<file path="config.mk">
export PLATFORM = sky130hd
export DESIGN_NAME = sgr_text_attribute_engine_flat
export DESIGN_NICKNAME = d
export VERILOG_FILES = /design/src/sgr_pkg.sv /design/src/sgr_code_if.sv /design/src/sgr_attr_if.sv /design/src/sgr_decode.sv /design/src/sgr_text_attribute_engine.sv /design/src/flat_wrapper.sv
export SDC_FILE = /design/constraint.sdc
export NUM_CORES = 1
export LEC_CHECK = 0
export BUFFER_PORTS_ARGS = -buffer_cell sky130_fd_sc_hd__buf_4
export CAP_MARGIN = 20
export CORE_MARGIN = 1
export CORE_UTILIZATION = 50
export CTS_CLUSTER_DIAMETER = 80
export DETAILED_ROUTE_END_ITERATION = 8
export GPL_ROUTABILITY_DRIVEN = 0
export PLACE_DENSITY = 0.76
export SLEW_MARGIN = 10
export SYNTH_ARGS = -nofsm -noshare
export SYNTH_HDL_FRONTEND = slang
export SYNTH_SLANG_ARGS = --single-unit
</file>
<file path="constraint.sdc">
create_clock -name i_clk -period 8 [get_ports i_clk]
set_clock_uncertainty 0.15 [all_clocks]
set_input_delay 1.6 -clock i_clk [delete_from_list [all_inputs] [get_ports i_clk]]
set_output_delay 1.6 -clock i_clk [all_outputs]
set_load 0.005 [all_outputs]
</file>
<file path="src/sgr_pkg.sv">
// Shared constants, types and helpers for the SGR text attribute engine.
`default_nettype none

package sgr_pkg;

    localparam int unsigned CodeW = 15;
    localparam int unsigned AttrW = 8;

    localparam logic [AttrW-1:0] DefaultAttrRst = 8'h07;

    // Nibble masks: intensity=8, red=4, green=2, blue=1 in each nibble
    localparam logic [AttrW-1:0] FgI   = 8'h08;
    localparam logic [AttrW-1:0] FgRgb = 8'h07;
    localparam logic [AttrW-1:0] FgAll = 8'h0F;
    localparam logic [AttrW-1:0] BgI   = 8'h80;
    localparam logic [AttrW-1:0] BgRgb = 8'h70;
    localparam logic [AttrW-1:0] BgAll = 8'hF0;

    localparam logic [CodeW-1:0] SgrReset      = 15'd0;
    localparam logic [CodeW-1:0] SgrBold       = 15'd1;
    localparam logic [CodeW-1:0] SgrReverse    = 15'd7;
    localparam logic [CodeW-1:0] SgrNormal     = 15'd22;
    localparam logic [CodeW-1:0] SgrNoReverse  = 15'd27;
    localparam logic [CodeW-1:0] SgrFgBase     = 15'd30;
    localparam logic [CodeW-1:0] SgrFgExt      = 15'd38;
    localparam logic [CodeW-1:0] SgrFgDefault  = 15'd39;
    localparam logic [CodeW-1:0] SgrBgBase     = 15'd40;
    localparam logic [CodeW-1:0] SgrBgExt      = 15'd48;
    localparam logic [CodeW-1:0] SgrBgDefault  = 15'd49;
    localparam logic [CodeW-1:0] SgrFgBrtLo    = 15'd90;
    localparam logic [CodeW-1:0] SgrFgBrtHi    = 15'd97;
    localparam logic [CodeW-1:0] SgrBgBrtLo    = 15'd100;
    localparam logic [CodeW-1:0] SgrBgBrtHi    = 15'd107;
    localparam logic [CodeW-1:0] SgrRevShift   = 15'd10;
    localparam logic [CodeW-1:0] SgrBrtShift   = 15'd60;

    // Working copy of the attribute state carried between items
    typedef struct packed {
        logic [AttrW-1:0] attr;
        logic             reverse;
        logic             abort;
    } t_sgr_state;

    function automatic logic in_range(input logic [CodeW-1:0] p,
                                      input logic [CodeW-1:0] lo,
                                      input logic [CodeW-1:0] hi);
        return (p >= lo) && (p <= hi);
    endfunction

    // SGR colour index red=1,green=2,blue=4 to attribute R=4,G=2,B=1
    function automatic logic [2:0] colour_bits(input logic [CodeW-1:0] p,
                                               input logic [CodeW-1:0] base);
        logic [CodeW-1:0] c;
        c = p - base;
        return {c[0], c[1], c[2]};
    endfunction

endpackage

`default_nettype wire

</file>
<file path="src/sgr_code_if.sv">
// Input channel: one SGR parameter per item with sequence marks.
`default_nettype none

interface sgr_code_if;
    logic                        valid;
    logic                        ready;
    logic [sgr_pkg::CodeW-1:0]   sgr_code;
    logic                        first_code;
    logic                        last_code;

    modport source (output valid, output sgr_code, output first_code,
                    output last_code, input ready);
    modport sink   (input valid, input sgr_code, input first_code,
                    input last_code, output ready);
endinterface

`default_nettype wire

</file>
<file path="src/sgr_attr_if.sv">
// Output channel: committed attribute reported at the end of a sequence.
`default_nettype none

interface sgr_attr_if;
    logic                        valid;
    logic                        ready;
    logic [sgr_pkg::AttrW-1:0]   attribute;
    logic                        reverse_on;
    logic                        dropped;

    modport source (output valid, output attribute, output reverse_on,
                    output dropped, input ready);
    modport sink   (input valid, input attribute, input reverse_on,
                    input dropped, output ready);
endinterface

`default_nettype wire

</file>
<file path="src/sgr_decode.sv">
// Combinational decode of one SGR parameter against the working state.
`default_nettype none

module sgr_decode (
    input  wire logic [sgr_pkg::CodeW-1:0] i_code,
    input  wire logic [sgr_pkg::AttrW-1:0] i_default,
    input  wire sgr_pkg::t_sgr_state       i_state,
    output sgr_pkg::t_sgr_state            o_state
);

    logic [sgr_pkg::CodeW-1:0] p_rev;
    logic [sgr_pkg::CodeW-1:0] p_fin;
    logic [sgr_pkg::AttrW-1:0] a;
    logic                      rev;
    logic                      abt;

    always_comb begin
        // reverse video swaps the fg and bg code ranges
        p_rev = i_code;
        if (i_state.reverse) begin
            if (sgr_pkg::in_range(i_code, sgr_pkg::SgrFgBase, sgr_pkg::SgrFgDefault) ||
                sgr_pkg::in_range(i_code, sgr_pkg::SgrFgBrtLo, sgr_pkg::SgrFgBrtHi)) begin
                p_rev = i_code + sgr_pkg::SgrRevShift;
            end else if (
                sgr_pkg::in_range(i_code, sgr_pkg::SgrBgBase, sgr_pkg::SgrBgDefault) ||
                sgr_pkg::in_range(i_code, sgr_pkg::SgrBgBrtLo, sgr_pkg::SgrBgBrtHi)) begin
                p_rev = i_code - sgr_pkg::SgrRevShift;
            end
        end

        a     = i_state.attr;
        p_fin = p_rev;
        if (sgr_pkg::in_range(p_rev, sgr_pkg::SgrFgBase, sgr_pkg::SgrFgDefault)) begin
            a = a & ~sgr_pkg::FgAll;
        end else if (sgr_pkg::in_range(p_rev, sgr_pkg::SgrBgBase, sgr_pkg::SgrBgDefault)) begin
            a = a & ~sgr_pkg::BgAll;
        end else if (sgr_pkg::in_range(p_rev, sgr_pkg::SgrFgBrtLo, sgr_pkg::SgrFgBrtHi)) begin
            a     = (a | sgr_pkg::FgI) & ~sgr_pkg::FgRgb;
            p_fin = p_rev - sgr_pkg::SgrBrtShift;
        end else if (sgr_pkg::in_range(p_rev, sgr_pkg::SgrBgBrtLo, sgr_pkg::SgrBgBrtHi)) begin
            a     = (a | sgr_pkg::BgI) & ~sgr_pkg::BgRgb;
            p_fin = p_rev - sgr_pkg::SgrBrtShift;
        end

        rev = i_state.reverse;
        abt = 1'b0;
        if (p_fin == sgr_pkg::SgrReset) begin
            a   = i_default;
            rev = 1'b0;
        end else if (p_fin == sgr_pkg::SgrBold) begin
            a = a | sgr_pkg::FgI;
        end else if (p_fin == sgr_pkg::SgrNormal) begin
            a = a & ~sgr_pkg::FgI;
        end else if (p_fin == sgr_pkg::SgrReverse) begin
            rev = 1'b1;
            a   = {a[3:0], a[7:4]};
        end else if (p_fin == sgr_pkg::SgrNoReverse) begin
            rev = 1'b0;
            a   = {a[3:0], a[7:4]};
        end else if (p_fin > sgr_pkg::SgrFgBase && p_fin < sgr_pkg::SgrFgExt) begin
            a = a | {5'd0, sgr_pkg::colour_bits(p_fin, sgr_pkg::SgrFgBase)};
        end else if (p_fin > sgr_pkg::SgrBgBase && p_fin < sgr_pkg::SgrBgExt) begin
            a = a | {1'b0, sgr_pkg::colour_bits(p_fin, sgr_pkg::SgrBgBase), 4'd0};
        end else if (p_fin == sgr_pkg::SgrFgDefault) begin
            a = a | (i_default & sgr_pkg::FgAll);
        end else if (p_fin == sgr_pkg::SgrBgDefault) begin
            a = a | (i_default & sgr_pkg::BgAll);
        end else if (p_fin == sgr_pkg::SgrFgExt || p_fin == sgr_pkg::SgrBgExt) begin
            abt = 1'b1;
        end

        // an aborting code leaves the working attribute alone
        o_state.attr    = abt ? i_state.attr : a;
        o_state.reverse = rev;
        o_state.abort   = abt;
    end

endmodule

`default_nettype wire

</file>
<file path="src/sgr_text_attribute_engine.sv">
// Top level: SGR parameter stream to committed console colour attribute.
// A last-marked item shows its result on the output in the cycle after acceptance.
// Throughput: one item per cycle unless the output stalls; the working-state update is a
// single decode between the state register and the result register.
// Reset (synchronous, active low): attribute and default 0x07, reverse off,
// no abort pending, output empty.
`default_nettype none

module sgr_text_attribute_engine (
    input  wire logic                      i_clk,
    input  wire logic                      i_rst_n,
    input  wire logic                      i_cfg_we,
    input  wire logic [sgr_pkg::AttrW-1:0] i_cfg_wdata,
    sgr_code_if.sink                       i_code,
    sgr_attr_if.source                     o_attr
);

    logic [sgr_pkg::AttrW-1:0] r_default;
    logic [sgr_pkg::AttrW-1:0] r_comm_attr;
    logic                      r_comm_rev;
    sgr_pkg::t_sgr_state       r_work;
    logic                      r_out_valid;
    logic [sgr_pkg::AttrW-1:0] r_out_attr;
    logic                      r_out_rev;
    logic                      r_out_drop;

    sgr_pkg::t_sgr_state       start_st;
    sgr_pkg::t_sgr_state       dec_st;
    sgr_pkg::t_sgr_state       n_work;
    logic [sgr_pkg::AttrW-1:0] n_comm_attr;
    logic                      n_comm_rev;
    logic                      accept;

    // output register frees while it is being taken
    assign i_code.ready = !r_out_valid || o_attr.ready;
    assign accept       = i_code.valid && i_code.ready;

    always_comb begin
        start_st = r_work;
        if (i_code.first_code) begin
            start_st.attr    = r_comm_attr;
            start_st.reverse = r_comm_rev;
            start_st.abort   = 1'b0;
        end
    end

    sgr_decode u_decode (
        .i_code    (i_code.sgr_code),
        .i_default (r_default),
        .i_state   (start_st),
        .o_state   (dec_st)
    );

    always_comb begin
        n_work      = start_st.abort ? start_st : dec_st;
        n_comm_attr = r_comm_attr;
        n_comm_rev  = r_comm_rev;
        if (i_code.last_code) begin
            if (!n_work.abort) begin
                n_comm_attr = n_work.attr;
                n_comm_rev  = n_work.reverse;
            end
        end
    end

    always_ff @(posedge i_clk) begin
        if (!i_rst_n) begin
            r_default    <= sgr_pkg::DefaultAttrRst;
            r_comm_attr  <= sgr_pkg::DefaultAttrRst;
            r_comm_rev   <= 1'b0;
            r_work.attr    <= sgr_pkg::DefaultAttrRst;
            r_work.reverse <= 1'b0;
            r_work.abort   <= 1'b0;
            r_out_valid  <= 1'b0;
        end else begin
            if (i_cfg_we) begin
                r_default <= i_cfg_wdata;
            end
            if (accept && i_code.last_code) begin
                r_out_valid <= 1'b1;
            end else if (o_attr.ready) begin
                r_out_valid <= 1'b0;
            end
            if (accept) begin
                if (i_code.last_code) begin
                    r_comm_attr    <= n_comm_attr;
                    r_comm_rev     <= n_comm_rev;
                    r_work.attr    <= n_comm_attr;
                    r_work.reverse <= n_comm_rev;
                    r_work.abort   <= 1'b0;
                end else begin
                    r_work <= n_work;
                end
            end
        end
    end

    // result payload, no reset needed
    always_ff @(posedge i_clk) begin
        if (accept && i_code.last_code) begin
            r_out_attr <= n_comm_attr;
            r_out_rev  <= n_comm_rev;
            r_out_drop <= n_work.abort;
        end
    end

    assign o_attr.valid      = r_out_valid;
    assign o_attr.attribute  = r_out_attr;
    assign o_attr.reverse_on = r_out_rev;
    assign o_attr.dropped    = r_out_drop;

endmodule

`default_nettype wire

</file>
<file path="src/flat_wrapper.sv">
// flat-port wrapper written by rule: the top's interface ports become plain ports
module sgr_text_attribute_engine_flat 
  (i_clk, i_rst_n, i_cfg_we, i_cfg_wdata, i_code_valid, i_code_sgr_code, i_code_first_code, i_code_last_code, i_code_ready, o_attr_valid, o_attr_attribute, o_attr_reverse_on, o_attr_dropped, o_attr_ready);
  sgr_code_if i_code_i ();
  sgr_attr_if o_attr_i ();
  input  wire logic i_clk;
  input  wire logic i_rst_n;
  input  wire logic i_cfg_we;
  input  wire logic [sgr_pkg::AttrW-1:0] i_cfg_wdata;
  input wire logic [$bits(i_code_i.valid)-1:0] i_code_valid;
  input wire logic [$bits(i_code_i.sgr_code)-1:0] i_code_sgr_code;
  input wire logic [$bits(i_code_i.first_code)-1:0] i_code_first_code;
  input wire logic [$bits(i_code_i.last_code)-1:0] i_code_last_code;
  output wire logic [$bits(i_code_i.ready)-1:0] i_code_ready;
  output wire logic [$bits(o_attr_i.valid)-1:0] o_attr_valid;
  output wire logic [$bits(o_attr_i.attribute)-1:0] o_attr_attribute;
  output wire logic [$bits(o_attr_i.reverse_on)-1:0] o_attr_reverse_on;
  output wire logic [$bits(o_attr_i.dropped)-1:0] o_attr_dropped;
  input wire logic [$bits(o_attr_i.ready)-1:0] o_attr_ready;
  assign i_code_i.valid = i_code_valid;
  assign i_code_i.sgr_code = i_code_sgr_code;
  assign i_code_i.first_code = i_code_first_code;
  assign i_code_i.last_code = i_code_last_code;
  assign i_code_ready = i_code_i.ready;
  assign o_attr_valid = o_attr_i.valid;
  assign o_attr_attribute = o_attr_i.attribute;
  assign o_attr_reverse_on = o_attr_i.reverse_on;
  assign o_attr_dropped = o_attr_i.dropped;
  assign o_attr_i.ready = o_attr_ready;
  sgr_text_attribute_engine u_core (.i_clk(i_clk), .i_rst_n(i_rst_n), .i_cfg_we(i_cfg_we), .i_cfg_wdata(i_cfg_wdata), .i_code(i_code_i), .o_attr(o_attr_i));
endmodule
</file>
# == Yosys cells after proc, flatten, opt, wreduce, memory -nomap -nowiden ==
# Cells that the tools add are included.
# totals
reg_bits,38
inputBits,30
output_inout_bits,12
# classes
add_sub_neg,5
magnitude_cmp,20
eq_ne,8
mux,45
bitwise_logic,4
reduce_logical,20
# ops
cell,count
8-bit 2-to-1 mux,16
15-bit 2-to-1 mux,7
15-bit by 6-bit equality test with 1-bit output (second input constant),4
15-bit by 7-bit >= comparator with 1-bit output (second input constant),4
15-bit by 6-bit <= comparator with 1-bit output (second input constant),4
15-bit by 7-bit <= comparator with 1-bit output (second input constant),4
15-bit by 5-bit equality test with 1-bit output (second input constant),2
15-bit by 5-bit >= comparator with 1-bit output (second input constant),2
15-bit by 6-bit >= comparator with 1-bit output (second input constant),2
15-bit by 6-bit less-than comparator with 1-bit output (second input constant),2
10-bit 2-to-1 mux,3
1-bit 2-to-1 mux,19
15-bit by 4-bit adder with 15-bit output (second input constant),1
15-bit by 1-bit equality test with 1-bit output (second input constant),1
15-bit by 3-bit equality test with 1-bit output (second input constant),1
15-bit by 5-bit greater-than comparator with 1-bit output (second input constant),1
15-bit by 6-bit greater-than comparator with 1-bit output (second input constant),1
15-bit logical NOT,1
15-bit by 4-bit subtractor with 15-bit output (second input constant),1
15-bit by 6-bit subtractor with 15-bit output (second input constant),1
1-bit logical AND,12
8-bit by 3-bit bitwise OR with 8-bit output,1
8-bit by 4-bit bitwise OR with 8-bit output,1
8-bit by 7-bit bitwise OR with 8-bit output,1
7 further kinds,10

# == Longest topological paths before layout ==
# depth
depth_word,29
depth_mapped,26

# == Cells and area by module ==
# A second synthesis with hierarchy kept.
# unflattened
hier_cells,402
hier_area_um2,3340.7
# by_module_without_submodules
module,n_inst,cells_per_inst,area_each_um2,seq_area_each_um2
sgr_text_attribute_engine,1,160,1672.9,860.8
sgr_decode,1,242,1667.8,0.0

# == Least setup slack after synthesis ==
# Ideal clock, no wire load.
# synth_path
path_kind,input-to-reg
startpoint,in i_code_sgr_code[1]
endpoint,reg u_core.r_work[5] in the netlist's numbering
t_arrival_ns,6.255
path_slack_ns,1.476
stages,24
path_buffers,0
cell_sequence,inv_1 > ha_1 > or3b_2 > o311ai_1 > a22oi_2 > a22oi_1 > o31ai_2 > nor2_1 > inv_1 > ha_1 > inv_1 > o31a_1 > a31oi_1 > o221a_2 > nor2_1 > xnor2_1 > inv_1 > ha_1 > mux2i_1 > nor4_1 > o21ai_0 > nand2_1 > a22o_1 > a211o_1
# synth_via
elab_chain_cells,29
word_cells_on_any_way,84
cone_classes,add/sub (3); order compare (20); eq/ne (8); mux (35); bitwise (4); reduce/logical (14)
# synth_lines
element,line_no,rtl
start: declaration,flat_wrapper.sv:11,input wire logic [$bits(i_code_i.sgr_code)-1:0] i_code_sgr_code;
"15-bit by 6-bit >= comparator with 1-bit output, or another cell as far along",sgr_pkg.sv:47,return (p >= lo) && (p <= hi);
1-bit logical AND,sgr_pkg.sv:47,
1-bit logical OR,sgr_decode.sv:25,"sgr_pkg::in_range(i_code, sgr_pkg::SgrBgBase, sgr_pkg::SgrBgDefault) ||"
15-bit 2-to-1 mux,sgr_decode.sv:24,end else if (
15-bit 2-to-1 mux,sgr_decode.sv:21,"if (sgr_pkg::in_range(i_code, sgr_pkg::SgrFgBase, sgr_pkg::SgrFgDefault) ||"
15-bit 2-to-1 mux (*),sgr_decode.sv:20,if (i_state.reverse) begin
branches (longest 19 deep; another with 15-bit by 7-bit >= comparator with 1-bit output),-,
10-bit 2-to-1 mux (*),sgr_text_attribute_engine.sv:55,n_work = start_st.abort ? start_st : dec_st;
8-bit 2-to-1 mux,sgr_text_attribute_engine.sv:59,if (!n_work.abort) begin
8-bit 2-to-1 mux,sgr_text_attribute_engine.sv:58,if (i_code.last_code) begin
10-bit 2-to-1 mux (*),sgr_text_attribute_engine.sv:85,if (i_code.last_code) begin
end signal: assignment,sgr_text_attribute_engine.sv:92,r_work <= n_work;
end: declaration,sgr_text_attribute_engine.sv:21,sgr_pkg::t_sgr_state r_work;
# Every way passes the cells marked *.
# A chain may end at the register's enable or synchronous reset.

# == Worst setup path after layout ==
# Ends and elaborated chain as after synthesis.

==> flow_summary.yaml <==
die:
  design.core.area_sq_um: 6530
  ios: 42
  die_h_microns: 85.2
  die_w_microns: 85.2
  floorplan.initialDensity_pct: 53.0
  rows: 29
  dieArea_sq_um: 7260
critical_path:
  crit_cells: 25
  crit_fanout: 9
  worst_setup_path_start_kind: "input port"
  critPathKind: "input port to flop"
  critPathTopFamily: "compound AO/OA/AOI/OAI gates"
  max_stage_delay_ps: 460
  timing.critical_path.buf_inv: 5
  r2r_cells: 21
  cp.required_ps: 8030
  slowest_stage: "or3b_2"
  cpMostUsedCell: "inv_1"
  crit_arrival_ps: 7250
  critPathCaptureType: "flop"
yosys:
  async_flop_share_pct: 0
  synth_area_per_cell_sq_um: 8.34
  yosysWarnings: 0
  syn-num-nets: 454
  synth-edff-count: 10
  synth_top_area_cell: "dfxtp_1"
  ys_seq_area_share_pct: 24.9
  ys_ff_latch: 38
  synth.distinct_cells: 85
  synthTopCellsByCount: "44 x nand2_1, 34 x nor2_1, 28 x dfxtp_1, 26 x a21oi_1, 20 x mux2i_1"
  syn-instance-count: 415
  syn_area_sq_um: 3460
  synth_most_common_cell: "nand2_1"
  yosysTopAreaCellShare_pct: 16.2
  synth_flop_cell: "dfxtp_1"
  yosys-top-cells-area: "dfxtp_1 16%, edfxtp_1 8.7%, mux2i_1 5.8%"
worst_hold_path:
  min_path_cells: 2
  hold_class: "flop to flop"
timing:
  period_share_pct: 90.2
  period_minus_slack_ps: 7220
  slew_headroom_pct: 54.5
  hold_viol: 0
  rsz0062_at_grt: "no"
  drv_slew: 0
  fmax_ghz: 0.139
  final-setup-viol-count: 0
  fin_tns_setup_ps: 0
  worst_pin_slew_ps: 678
run_status:
  status: "finished, final reports clean"
detailed_routing:
  drtPass1Iterations: 5
  via_count: 3636
  vias_per_cell: 6.90
  wl_per_cell_microns: 18.8
  ant_nets: 0
  drcViolationCount: 0
  drt-total-wl_microns: 9920
  drt_iter0_markers: 420
clock_network:
  clock_sinks: 38
  postCtsHoldBufs: 0
  worstSkewPairLatency_ps: 290
  cts_inserted_buffers: 5
  clockBufferDepth: 2
  cts_tree: "done"
  path_clk_slew_ps: 80
  htreeDepth: 2
  root_buffer: "clkbuf_8"
cells_and_area:
  num_antenna_cells: 0
  area_delta_synth_final_pct: 13.7
  drive_gt1_share_pct: 22.2
  final_nets: 488
flow_run:
  maxCapViolCount: 0
global_route:
  grt_pass1_wl_microns: 16700
  grt_usage_pct: 28.7
  grt_max_degree: 23
  overflow: 0
  grt_pass1_vias: 3329
  antenna_found_initial: 0
place:
  hpwl_microns: 7570
  numPortBuffers: 41
pwr:
  p_leak_nw: 1.50
  powerDensity_nw_per_um2: 130
  totalPowerFinal_mw: 0.512
  vdd_drop_max_mv: 0.124
## report_power, final
part	internal (mW)	total, mW	switching (mW)
sequential	0.205	0.210	0.00504
combinational	0.0423	0.109	0.0670
clock	0.123	0.193	0.0691
total	0.371	0.512	0.141
## layout by cell type (no fill, tap or decap), types with 10 or more instances in the layout
master,netlist,final
nand2_1,44,44
buf_4,2,43
nor2_1,34,33
dfxtp_1,28,28
a21oi_1,26,26
mux2i_1,20,20
inv_1,16,16
o21ai_0,16,16
nand3_1,15,15
nor3_1,11,11
edfxtp_1,10,10
## logic make-up after synthesis
| family | share of synthesized area, % |
|---|---|
| and+or+nand+nor | 25.5 |
| AOI/OAI and AO/OA | 34.0 |
| DFF | 24.9 |
| buffers and inverters | 4.38 |
| muxes | 6.76 |
| adders and majority gates | 3.26 |
| xor gates and xnor gates | 1.23 |
## metal layers
metal,vias to the layer above,global-route usage (%),wire (microns)
li1,1676,-,-
met4,0,4.78,125
met2,238,44.9,4410
met5,-,0,0
met1,1703,42.0,4250
met3,19,4.96,1130
## path summary, 6_finish.rpt
| kind | endpoint | from | slack, ps |
|---|---|---|---|
| worst max register to register | u_core.r_work[5]$_SDFFE_PN0P_ | u_core.r_comm_rev$_SDFFE_PN0P_ | 2840 |
| worst min register to register | u_core.r_default[2]$_SDFFE_PN1P_ | u_core.r_default[2]$_SDFFE_PN1P_ | 340 |
| worst max-delay path | u_core.r_work[5]$_SDFFE_PN0P_ | i_code_sgr_code[1] | 780 |
| worst min-delay path | u_core.r_default[2]$_SDFFE_PN1P_ | u_core.r_default[2]$_SDFFE_PN1P_ | 340 |
## flip-flops by register name (all words and copies together), names as in the netlist
register,cells
u_core.o_attr.dropped,1
u_core.r_comm_rev,1
u_core.o_attr.attribute,8
u_core.r_default,8
u_core.r_comm_attr,8
u_core.r_work,10
u_core.o_attr.valid,1
u_core.o_attr.reverse_on,1
## layout make-up
type / instances / area, sq um
Clock buffer: 5 / 68.8
Clock inverter: 3 / 63.8
Fill cell: 571 / 2600
Inverter: 19 / 71.3
Multi-Input combinational cell: 342 / 2450
Sequential cell: 38 / 861
Tap cell: 77 / 96.3
Timing Repair Buffer: 43 / 323
## per-stage QoR
| stage | utilization, % | setup WS (ps) | instance area (sq um) | hold WS (ps) | cells |
|---|---|---|---|---|---|
| after floorplan | - | 1480 | 3460 | 292 | 415 |
| after global placement | 58.2 | 755 | 3800 | 313 | 519 |
| after detailed placement | 58.2 | 459 | 3800 | 321 | 519 |
| after CTS | 60.2 | 735 | 3930 | 341 | 527 |
| after global routing | 60.2 | 179 | 3930 | 378 | 527 |
| final | 60.2 | 781 | 3930 | 335 | 527 |
## repair_timing
item                       4_1_cts  5_1_grt
buffers inserted                 0        0
resized for setup                0        1
setup endpoints to repair        0        1
## worst reg2reg max path, stage by stage (launching register included)
cell and delay, ps:
dfxtp_1 420, mux2i_1 100, buf_4 200, a22oi_1 270, o31ai_2 150, nor2_1 440
inv_1 260, ha_1 250, inv_1 60, o31a_1 120, a31oi_1 60, o221a_2 340
nor2_1 290, xnor2_1 210, inv_1 70, ha_1 190, mux2i_1 240, nor4_1 110
o21ai_0 300, nand2_1 250, a22o_1 290, a211o_1 290
Note: power is estimated with default switching activity, not from simulation.
